===== config.mk =====
export PLATFORM = sky130hd
export DESIGN_NAME = sorted_job_priority_queue_core
export DESIGN_NICKNAME = d
export VERILOG_FILES = /design/src/rtl/core/jpq_pkg.sv /design/src/rtl/core/jpq_ram.sv /design/src/rtl/core/sorted_job_priority_queue_core.sv
export SDC_FILE = /design/constraint.sdc
export NUM_CORES = 2
export LEC_CHECK = 0
export BUFFER_PORTS_ARGS = -buffer_cell sky130_fd_sc_hd__buf_4
export CAP_MARGIN = 0
export CORE_ASPECT_RATIO = 0.8
export CORE_MARGIN = 1
export CORE_UTILIZATION = 55
export DETAILED_ROUTE_END_ITERATION = 6
export GPL_TIMING_DRIVEN = 0
export PLACE_DENSITY = 0.71
export SKIP_LAST_GASP = 1
export SYNTH_ARGS = -nofsm -noshare
export SYNTH_HDL_FRONTEND = slang
export SYNTH_SLANG_ARGS = --single-unit

===== constraint.sdc =====
create_clock -name clk -period 11.9 [get_ports clk]
set_input_delay 2.38 -clock clk [delete_from_list [all_inputs] [get_ports clk]]
set_output_delay 2.38 -clock clk [all_outputs]
set_load 0.01 [all_outputs]

===== src/rtl/core/jpq_pkg.sv =====
// ----------------------------------------------------------------------------
// jpq_pkg
// Shared types, constants and index helpers for the sorted job priority queue.
// ----------------------------------------------------------------------------
package jpq_pkg;

    localparam int QUEUE_DEPTH = 16;
    localparam int IDX_W       = (QUEUE_DEPTH > 1) ? $clog2(QUEUE_DEPTH) : 1;
    localparam int CNT_W       = $clog2(QUEUE_DEPTH + 1);

    localparam int TIME_W  = 32;
    localparam int KEY_W   = TIME_W + 1;
    localparam int TAG_W   = 16;
    localparam int STAT_W  = 2;
    localparam int ECNT_W  = 5;

    localparam logic CMD_INSERT = 1'b0;
    localparam logic CMD_REMOVE = 1'b1;

    localparam logic [STAT_W-1:0] ST_INSERTED = 2'd0;
    localparam logic [STAT_W-1:0] ST_REMOVED  = 2'd1;
    localparam logic [STAT_W-1:0] ST_EMPTY    = 2'd2;
    localparam logic [STAT_W-1:0] ST_FULL     = 2'd3;

    typedef struct packed {
        logic [KEY_W-1:0]  key;
        logic [TIME_W-1:0] submit;
        logic [TIME_W-1:0] delay;
        logic [TAG_W-1:0]  tag;
    } job_t;

    localparam int JOB_W = $bits(job_t);

    // circular slot index, wraps at the queue depth
    function automatic logic [IDX_W-1:0] idx_next(input logic [IDX_W-1:0] idx);
        logic [IDX_W-1:0] res;
        if (idx == IDX_W'(QUEUE_DEPTH - 1))
            res = '0;
        else
            res = idx + IDX_W'(1);
        return res;
    endfunction

    function automatic logic [IDX_W-1:0] idx_prev(input logic [IDX_W-1:0] idx);
        logic [IDX_W-1:0] res;
        if (idx == '0)
            res = IDX_W'(QUEUE_DEPTH - 1);
        else
            res = idx - IDX_W'(1);
        return res;
    endfunction

endpackage


===== src/rtl/core/jpq_ram.sv =====
// ----------------------------------------------------------------------------
// jpq_ram
// Generic single-write, single-read memory with registered read data.
// ----------------------------------------------------------------------------
module jpq_ram #(
    parameter int WIDTH = 8,
    parameter int DEPTH = 16,
    localparam int ADDR_W = (DEPTH > 1) ? $clog2(DEPTH) : 1
) (
    input  logic                     clk,
    input  logic                     wr_en,
    input  logic [ADDR_W-1:0]        wr_addr,
    input  logic [WIDTH-1:0]         wr_data,
    input  logic                     rd_en,
    input  logic [ADDR_W-1:0]        rd_addr,
    output logic [WIDTH-1:0]         rd_data
);

    logic [WIDTH-1:0] mem_reg [DEPTH];
    logic [WIDTH-1:0] rd_data_reg;

    always_ff @(posedge clk)
    begin
        if (wr_en)
        begin
            mem_reg[wr_addr] <= wr_data;
        end
        if (rd_en)
        begin
            rd_data_reg <= mem_reg[rd_addr];
        end
    end

    assign rd_data = rd_data_reg;

endmodule


===== src/rtl/core/sorted_job_priority_queue_core.sv =====
// ----------------------------------------------------------------------------
// sorted_job_priority_queue_core
// Bounded priority queue of jobs ordered by start key (submit time + delay).
// ----------------------------------------------------------------------------
//
//   channel   | handshake                  | payload
//   ----------+----------------------------+-------------------------------------
//   request   | req_valid in, req_stall out| cmd, submit_time, delay, job_tag
//   result    | res_valid out, res_stall in| status, out_tag, out_submit,
//             |                            | out_delay, entry_count
//
// - insert walks back over the n held jobs whose key is larger than the new
//   one, then writes it; remove reads the head; a refused insert or a remove
//   on an empty queue goes straight to the result
// - the job memory has one read and one write port, so the insert walk moves
//   one entry per cycle
// - rst_n clears the pointers, the count, the handshake state and the working
//   registers; the memory itself is never cleared, only slots below the count
//   are ever read
// - a result waits in the output register while the next request is worked on;
//   req_stall is high while a request is in progress
//
// the jobs live in a circular buffer: head is the earliest job, tail the first
// free slot. remove reads the head and advances it. insert walks back from the
// tail, moving every job with a larger key up by one slot, then drops the new
// job into the hole, so equal keys keep arrival order.
module sorted_job_priority_queue_core
    import jpq_pkg::*;
(
    input  logic                clk,
    input  logic                rst_n,

    input  logic                req_valid,
    output logic                req_stall,
    input  logic                cmd,
    input  logic [TIME_W-1:0]   submit_time,
    input  logic [TIME_W-1:0]   delay,
    input  logic [TAG_W-1:0]    job_tag,

    output logic                res_valid,
    input  logic                res_stall,
    output logic [STAT_W-1:0]   status,
    output logic [TAG_W-1:0]    out_tag,
    output logic [TIME_W-1:0]   out_submit,
    output logic [TIME_W-1:0]   out_delay,
    output logic [ECNT_W-1:0]   entry_count
);

    typedef enum logic [2:0] {
        S_IDLE,
        S_INS_CMP,
        S_INS_PLACE,
        S_REM_DATA,
        S_RESULT
    } state_t;

    state_t             state_reg;
    logic [IDX_W-1:0]   head_reg;
    logic [IDX_W-1:0]   tail_reg;
    logic [CNT_W-1:0]   count_reg;
    logic [IDX_W-1:0]   wr_ptr_reg;   // hole that the walk is filling
    logic [CNT_W-1:0]   walk_reg;     // held jobs still below the hole
    job_t               job_reg;      // job of the request in progress

    // pending result
    logic [STAT_W-1:0]  pend_status_reg;
    logic [TAG_W-1:0]   pend_tag_reg;
    logic [TIME_W-1:0]  pend_submit_reg;
    logic [TIME_W-1:0]  pend_delay_reg;

    // output register
    logic               res_valid_reg;
    logic [STAT_W-1:0]  status_reg;
    logic [TAG_W-1:0]   out_tag_reg;
    logic [TIME_W-1:0]  out_submit_reg;
    logic [TIME_W-1:0]  out_delay_reg;
    logic [ECNT_W-1:0]  entry_count_reg;

    // memory port
    logic               ram_wr_en;
    logic [IDX_W-1:0]   ram_wr_addr;
    job_t               ram_wr_job;
    logic               ram_rd_en;
    logic [IDX_W-1:0]   ram_rd_addr;
    logic [JOB_W-1:0]   ram_rd_data;
    job_t               rd_job;

    logic               req_take;
    logic               queue_full;
    logic               queue_empty;
    logic               shift_up;     // held job has a larger key than the new one
    logic               out_free;
    logic [31:0]        count_wide;
    job_t               new_job;

    assign req_take    = req_valid && (state_reg == S_IDLE);
    assign queue_full  = (count_reg == CNT_W'(QUEUE_DEPTH));
    assign queue_empty = (count_reg == '0);
    assign rd_job      = job_t'(ram_rd_data);
    assign shift_up    = (rd_job.key > job_reg.key);
    assign out_free    = !res_valid_reg || !res_stall;
    assign count_wide  = 32'(count_reg);

    always_comb
    begin
        new_job.key    = {1'b0, submit_time} + {1'b0, delay};
        new_job.submit = submit_time;
        new_job.delay  = delay;
        new_job.tag    = job_tag;
    end

    // memory control
    always_comb
    begin
        ram_wr_en   = 1'b0;
        ram_wr_addr = wr_ptr_reg;
        ram_wr_job  = job_reg;
        ram_rd_en   = 1'b0;
        ram_rd_addr = idx_prev(tail_reg);
        case (state_reg)
            S_IDLE:
            begin
                if (req_valid && !queue_empty)
                begin
                    if (cmd == CMD_INSERT)
                    begin
                        ram_rd_en = !queue_full;
                    end
                    else
                    begin
                        ram_rd_en   = 1'b1;
                        ram_rd_addr = head_reg;
                    end
                end
            end
            S_INS_CMP:
            begin
                ram_wr_en = 1'b1;
                if (shift_up)
                begin
                    ram_wr_job = rd_job;
                    // prefetch the next lower job while this one moves up
                    if (walk_reg != CNT_W'(1))
                    begin
                        ram_rd_en   = 1'b1;
                        ram_rd_addr = idx_prev(idx_prev(wr_ptr_reg));
                    end
                end
            end
            S_INS_PLACE:
            begin
                ram_wr_en = 1'b1;
            end
            default:
            begin
                ram_wr_en = 1'b0;
            end
        endcase
    end

    always_ff @(posedge clk or negedge rst_n)
    begin
        if (!rst_n)
        begin
            state_reg       <= S_IDLE;
            head_reg        <= '0;
            tail_reg        <= '0;
            count_reg       <= '0;
            wr_ptr_reg      <= '0;
            walk_reg        <= '0;
            job_reg         <= '0;
            pend_status_reg <= ST_INSERTED;
            pend_tag_reg    <= '0;
            pend_submit_reg <= '0;
            pend_delay_reg  <= '0;
            res_valid_reg   <= 1'b0;
            status_reg      <= ST_INSERTED;
            out_tag_reg     <= '0;
            out_submit_reg  <= '0;
            out_delay_reg   <= '0;
            entry_count_reg <= '0;
        end
        else
        begin
            // the result state reloads the output register itself
            if (res_valid_reg && !res_stall && (state_reg != S_RESULT))
            begin
                res_valid_reg <= 1'b0;
            end

            case (state_reg)
                S_IDLE:
                begin
                    if (req_take)
                    begin
                        job_reg         <= new_job;
                        pend_tag_reg    <= '0;
                        pend_submit_reg <= '0;
                        pend_delay_reg  <= '0;
                        wr_ptr_reg      <= tail_reg;
                        walk_reg        <= count_reg;
                        if (cmd == CMD_INSERT)
                        begin
                            if (queue_full)
                            begin
                                pend_status_reg <= ST_FULL;
                                state_reg       <= S_RESULT;
                            end
                            else if (queue_empty)
                            begin
                                state_reg <= S_INS_PLACE;
                            end
                            else
                            begin
                                state_reg <= S_INS_CMP;
                            end
                        end
                        else
                        begin
                            if (queue_empty)
                            begin
                                pend_status_reg <= ST_EMPTY;
                                state_reg       <= S_RESULT;
                            end
                            else
                            begin
                                state_reg <= S_REM_DATA;
                            end
                        end
                    end
                end
                S_INS_CMP:
                begin
                    if (shift_up)
                    begin
                        wr_ptr_reg <= idx_prev(wr_ptr_reg);
                        walk_reg   <= walk_reg - CNT_W'(1);
                        if (walk_reg == CNT_W'(1))
                        begin
                            state_reg <= S_INS_PLACE;
                        end
                    end
                    else
                    begin
                        // new job written into the hole this cycle
                        tail_reg        <= idx_next(tail_reg);
                        count_reg       <= count_reg + CNT_W'(1);
                        pend_status_reg <= ST_INSERTED;
                        state_reg       <= S_RESULT;
                    end
                end
                S_INS_PLACE:
                begin
                    tail_reg        <= idx_next(tail_reg);
                    count_reg       <= count_reg + CNT_W'(1);
                    pend_status_reg <= ST_INSERTED;
                    state_reg       <= S_RESULT;
                end
                S_REM_DATA:
                begin
                    head_reg        <= idx_next(head_reg);
                    count_reg       <= count_reg - CNT_W'(1);
                    pend_status_reg <= ST_REMOVED;
                    pend_tag_reg    <= rd_job.tag;
                    pend_submit_reg <= rd_job.submit;
                    pend_delay_reg  <= rd_job.delay;
                    state_reg       <= S_RESULT;
                end
                S_RESULT:
                begin
                    // hand over once the output register is free or emptying
                    if (out_free)
                    begin
                        res_valid_reg   <= 1'b1;
                        status_reg      <= pend_status_reg;
                        out_tag_reg     <= pend_tag_reg;
                        out_submit_reg  <= pend_submit_reg;
                        out_delay_reg   <= pend_delay_reg;
                        entry_count_reg <= count_wide[ECNT_W-1:0];
                        state_reg       <= S_IDLE;
                    end
                end
                default:
                begin
                    state_reg <= S_IDLE;
                end
            endcase
        end
    end

    jpq_ram #(
        .WIDTH (JOB_W),
        .DEPTH (QUEUE_DEPTH)
    ) u_job_ram (
        .clk     (clk),
        .wr_en   (ram_wr_en),
        .wr_addr (ram_wr_addr),
        .wr_data (ram_wr_job),
        .rd_en   (ram_rd_en),
        .rd_addr (ram_rd_addr),
        .rd_data (ram_rd_data)
    );

    assign req_stall   = (state_reg != S_IDLE);
    assign res_valid   = res_valid_reg;
    assign status      = status_reg;
    assign out_tag     = out_tag_reg;
    assign out_submit  = out_submit_reg;
    assign out_delay   = out_delay_reg;
    assign entry_count = entry_count_reg;

endmodule


-- Word level (Yosys, flattened, before mapping)
Memory sizes are Yosys's and may differ from the RTL's. A register that Yosys moved wholly into a read port is not among the register bits.
Cells that the tools add are included.
- bits in registers: 308
- latch bits: 0
- memory bits (writable): 1808
- ROM bits: 0
- input port bits: 85
- output and inout bits: 89
- logic and storage cells: 134
- memories: 1
- memories (memory ; depth ; bits a word ; rd ports ; clocked after memory_dff ; write ports ; RTL line ; RTL):
    u_job_ram.mem_reg ; 16 ; 113 ; 1 ; 1 ; 1 ; jpq_ram.sv:19 ; logic [WIDTH-1:0] mem_reg [DEPTH];
- $add $sub $neg: 9
- multiply operators: 0
- divide/modulo/power cells: 0
- $lt $le $gt $ge: 1
- equality and inequality tests: 17
- shift operators: 0
- mux-type cells: 56
- bitwise logic cells: 0
- reduce and logical (&&, ||, !) cells: 30
- operators with widths (operator ; number):
    $mux 113 ; 2
    $pmux 32 s2 ; 2
    $mux 4 ; 15
    $add 32x32->33 ; 1
    $gt 33x33->1 ; 1
    $mux 32 ; 1
    $pmux 16 s2 ; 1
    $pmux 4 s2 ; 3
    $mux 3 ; 7
    $mux 16 ; 1
    $mux 5 ; 3
    $pmux 5 s3 ; 1
    $logic_not 4->1 ; 3
    $mux 2 ; 6
    $ne 3x3->1 const B ; 4
    $pmux 3 s4 ; 1
    $sub 4x1->4 const B ; 3
    $mux 1 ; 10
    $pmux 5 s2 ; 1
    $reduce_and 2->1 ; 5
    $sub 5x1->5 const B ; 2
    $add 4x1->4 const B ; 2
    $eq 4x4->1 const B ; 2
    $ne 2x2->1 const B ; 4
    20 further kinds ; 32

-- Logic depth before layout (Yosys ltp)
- word-level depth: 10
- depth in mapped cells: 17
- mapped depth without buffers: 14

-- Modules after synthesis
Synthesis repeated with hierarchy kept, for this count alone.
- cell total of the unflattened synthesis: 4595
- area total of the unflattened synthesis: 86683.1 µm²
- modules (own cells, without submodules) (module ; instances ; cells each ; area each (µm²) ; seq. area each (µm²)):
    jpq_ram ; 1 ; 2890 ; 70914.3 ; 57685.3
    sorted_job_priority_queue_core ; 1 ; 1705 ; 15768.9 ; 7707.4

-- Least setup slack after synthesis
Ideal clock, no wire load.
- path kind: reg-to-reg
- from: reg state_reg[0]
- to: mem u_job_ram.mem_reg[3][0] (netlist name) (enable)
- setup time: 0.723 ns
- arrival: 8.868 ns
- data required time: 11.177 ns
- slack: 2.309 ns
- stages on the path, launching flop included: 7
- path buffers: 2
- clock period less this slack: 9.591 ns
- cell sequence: dfrtp_1 -> clkbuf_1 -> clkbuf_1 -> nand2b_1 -> a21oi_1 -> nand2_1 -> nor3_1
- longest elaborated chain between the ends: 5
- elaborated cells between the ends (all ways): 6
- those cells by class: 2 x eq/ne; 3 x mux; 1 x reduce/logical
- RTL lines (what ; RTL line ; RTL):
    from (decl) ; sorted_job_priority_queue_core.sv:57 ; state_t state_reg;
    from (signal assigned) ; sorted_job_priority_queue_core.sv:165 ; state_reg <= S_IDLE;
    from (signal assigned) ; sorted_job_priority_queue_core.sv:207 ; state_reg <= S_RESULT;
    from (signal assigned) ; sorted_job_priority_queue_core.sv:211 ; state_reg <= S_INS_PLACE;
    $eq 3x1->1 / $eq 3x2->1 (equally long branches) ; sorted_job_priority_queue_core.sv:120 ; case (state_reg)
    $reduce_or 2->1 (no line) (*) ; n/a ;
    $mux 1 (*) ; sorted_job_priority_queue_core.sv:120 ;
    $mux 1 (*) ; jpq_ram.sv:24 ; if (wr_en)
    $mux 1 (implied by the code) (*) ; jpq_ram.sv:26 ; mem_reg[wr_addr] <= wr_data;
    to (decl) ; jpq_ram.sv:19 ;
Every way passes the cells marked *; elsewhere a longest branch is shown, timed or not.

-- Final worst setup path
- from: reg job_reg[94] (netlist name)
- to: reg u_job_ram.rd_data_reg[109] (netlist: u_job_ram.rd_data[109]), read port of u_job_ram.mem_reg (data pin)
- longest elaborated chain between the ends: 3
- elaborated cells between the ends (all ways): 5
- those cells by class: 1 x order compare; 4 x mux
- RTL lines (what ; RTL line ; RTL):
    from (decl) ; sorted_job_priority_queue_core.sv:63 ; job_t job_reg;
    from (signal assigned) ; sorted_job_priority_queue_core.sv:196 ; job_reg <= new_job;
    $gt 33x33->1 (*) ; sorted_job_priority_queue_core.sv:100 ; assign shift_up = (rd_job.key > job_reg.key);
    $mux 4 / $mux 1 (equally long branches) ; sorted_job_priority_queue_core.sv:139 ; if (shift_up)
    $pmux 4 s2 / $pmux 1 s2 (equally long branches) ; sorted_job_priority_queue_core.sv:120 ;
    to (decl) ; jpq_ram.sv:20 ; logic [WIDTH-1:0] rd_data_reg;
Marked as above.
A chain may end at the register's enable or synchronous reset.

==> results.md <==
* Slew @ Worst Pin at between 1 and 1.5 ns
* Post-Place Setup Slack at 5.47 ns
* Total gr overflow at 0
* Area Overhead vs Synth at 13.9%
* Post-synth cell types at 67
* Clock tree buffer depth at 3
* Hold Crit Start: u_job_ram.rd_data[58]
* Area leader, netlist: edfxtp_1
* Post-CTS sizing at 0
* Worst R2R Start: job_reg[94]
* Largest net degree at the start of global routing at 115
* RSZ-0062 raised after global routing: false
* Post-synth ARST share at 13.8%
* Top-count cell post-synth: nand2_1
* WL per Instance at approximately 28 um
* Final ANT Viol Nets at 0
* Post-DP HPWL at 182 mm
* Fin worst setup slack at between 5 and 6 ns
* Top cells by area, synth: edfxtp_1, dfrtp_1, nand2_1
* Detailed Routing Iterations Pass 1 at 7
* Max FFs per register at 1808
* FMAX at 0.168 GHz
* Initial antenna violation count at 13
* Required @ worst endpoint at 12.45 ns
* Clk slew on worst S/H paths at 0.06 ns
* Via count at 60200
* Setup Fix Bufs, Post-CTS at 0
* Cells after Synth at 6803
* TritonCTS clock tree: yes
* FF/Latch Area at 65400 sq um
* Number of synthesized flops with an enable pin at 1921
* DRC violation count after routing at 0
* Crit path DAT at between 6 and 7 ns
* Syn Std Cell Area at between 80000 and 90000 sq um
* Final core utilization at ~63%
* Status: finished clean
* Post-Syn Area per Cell at 13.2 sq um
* Root buf cell: clkbuf_16
* Worst setup startpoint: job_reg[94]
* Port Buffer Count at 173
* CP Class: register to register
* Final Max Tran Viols at 0
* CP Capture Type: register
* Crit path max fanout at 10
* Multi-input gate area at 21900 sq um
* Placer Congestion at 0.967
* Relative slew slack at 5.35%
* Hold_buf cts at 0
* Chip Width at 453 um
* Via/cell ratio at 6.25
* First-pass GRT wire length at approximately 390 mm
* Worst Hold Class: register to register
* Final hold vios at 0
* #FFs+latches synth at 2229
* Top FF cell, synth: edfxtp_1
* YS warnings at 0
* Sequential element share of the synthesized area at 73.0%
* Total GRT Usage at 32.5%
* Htree depth at 4
* Net Count, Synth at 6970
* 1st-iter DRT viols at ~9300
* Clock Latency Late Sink at 0.87 ns
* # nets final at ~7500
* Clock sinks at 2229
* Yosys top cell area share at 64.4%
* Initial Util at approximately 55%
* Site Rows at 132
* Num CTS Buffers at 200
* CP Launch Type: register
* Final worst path period share at 50.1%
* Clock skew at 0.0424 ns
* Final setup fails at 0
* Number of global-route vias before repair at 57300
* Post-synth top cells: nand2_1, edfxtp_1, nand3_1
* Fillers at ~12000
* Layout cells sized above 1 at 13.3%
* Die footprint at roughly 160000 sq um
* I/O Pins at approximately 170
* Routed WL at around 270 mm
* Die height at 363 um
* Max-cap violations at 0
* Minimum clock period at 5.97 ns
* Core ar. at 162000 sq um
## logic make-up (layout without fill, tap and decap cells)
| logic type | after synthesis | after routing | synth area share, % |
|---|---|---|---|
| buffers and inverters | 487 | 1161 | 2.65 |
| AND/OR/NAND/NOR | 2995 | 2995 | 14.0 |
| AO/OA/AOI/OAI | 690 | 690 | 5.38 |
| other | 0 | 16 | 0 |
| adder cells (fa/ha/maj) | 82 | 82 | 1.16 |
| multiplexers | 284 | 284 | 3.41 |
| flip-flops | 2229 | 2229 | 73.0 |
| XOR/XNOR | 36 | 36 | 0.352 |
## worst max-delay path, cell delays in order (launching register included)
cell,delay [ns]
dfrtp_1,0.41
inv_1,0.10
ha_1,0.31
nand4_1,0.19
nor4_2,0.44
a221oi_1,0.18
o22ai_1,0.34
o21a_1,0.35
nand2_1,0.22
o211ai_1,0.29
and2_1,0.16
buf_2,0.20
buf_4,0.37
buf_2,0.69
buf_2,0.40
nand3_1,0.16
a32oi_1,0.48
nand3_1,0.28
## layer usage
metal / track usage [%] / vias up / part of all wire [%]
li1: - / 25900 / -
met1: 45.2 / 29700 / 38
met2: 47.1 / 3943 / 44
met3: 6.94 / 642 / 11
met4: 19.9 / 2 / 6.5
met5: 0 / - / 0.0056
## placed cells by master, fill, tap and decap left out, types with 14 or more instances in the layout
master	netlist	routed
clkinv_1	1	36
buf_4	15	207
o21ai_0	103	74
edfxtp_1	1921	1921
buf_2	146	149
clkbuf_8	0	20
nand2_1	1988	1988
a32oi_1	113	113
clkinv_2	0	30
a31oi_1	121	121
mux2_2	168	168
xnor2_1	24	24
nand3_1	887	887
ha_1	80	80
a221o_1	113	113
inv_1	59	59
a21o_1	17	17
nor2_1	53	41
clkbuf_1	211	257
diode_2	0	16
clkbuf_16	0	203
buf_6	41	90
buf_1	14	14
dfrtp_1	308	308
buf_12	0	51
mux2i_1	116	116
a21oi_1	159	159
o21ai_1	2	31
## path summary, 6_finish.rpt
path                       slack, ns                      to  depth (start not counted)
setup / recovery                5.93  u_job_ram.rd_data[109]                         17
hold / removal                  0.47     pend_submit_reg[10]                          2
setup reg to reg                5.93  u_job_ram.rd_data[109]                         17
hold reg to reg                 0.47     pend_submit_reg[10]                          2
max in group asynchronous       9.20          out_submit[27]                          2
min in group asynchronous       1.51              job_reg[0]                          1
## through the flow
step | area (sq um) | setup TNS (ns) | instances | hold slack (ns)
after floorplan | 89600 | 0 | 6803 | 0.435
after global placement | 93500 | -2553.55 | 9120 | 0.449
after detailed placement | 95700 | 0 | 9254 | 0.451
after CTS | 102000 | 0 | 9620 | 0.467
after global routing | 102000 | 0 | 9623 | 0.492
final | 102000 | 0 | 9637 | 0.466
## layout make-up
class | count | area share [%]
sequential | 2229 | 64.1
multi-input combinational | 4087 | 21.5
clock buffer | 279 | 5.46
timing repair buffer | 308 | 3.28
tap | 2144 | 2.63
buffer | 427 | 2.12
clock inverter | 87 | 0.677
inverter | 60 | 0.221
antenna | 16 | 0.0392
Power is not shown: default switching activity piles up to over one toggle a cycle in this logic, so the estimate is an artifact.
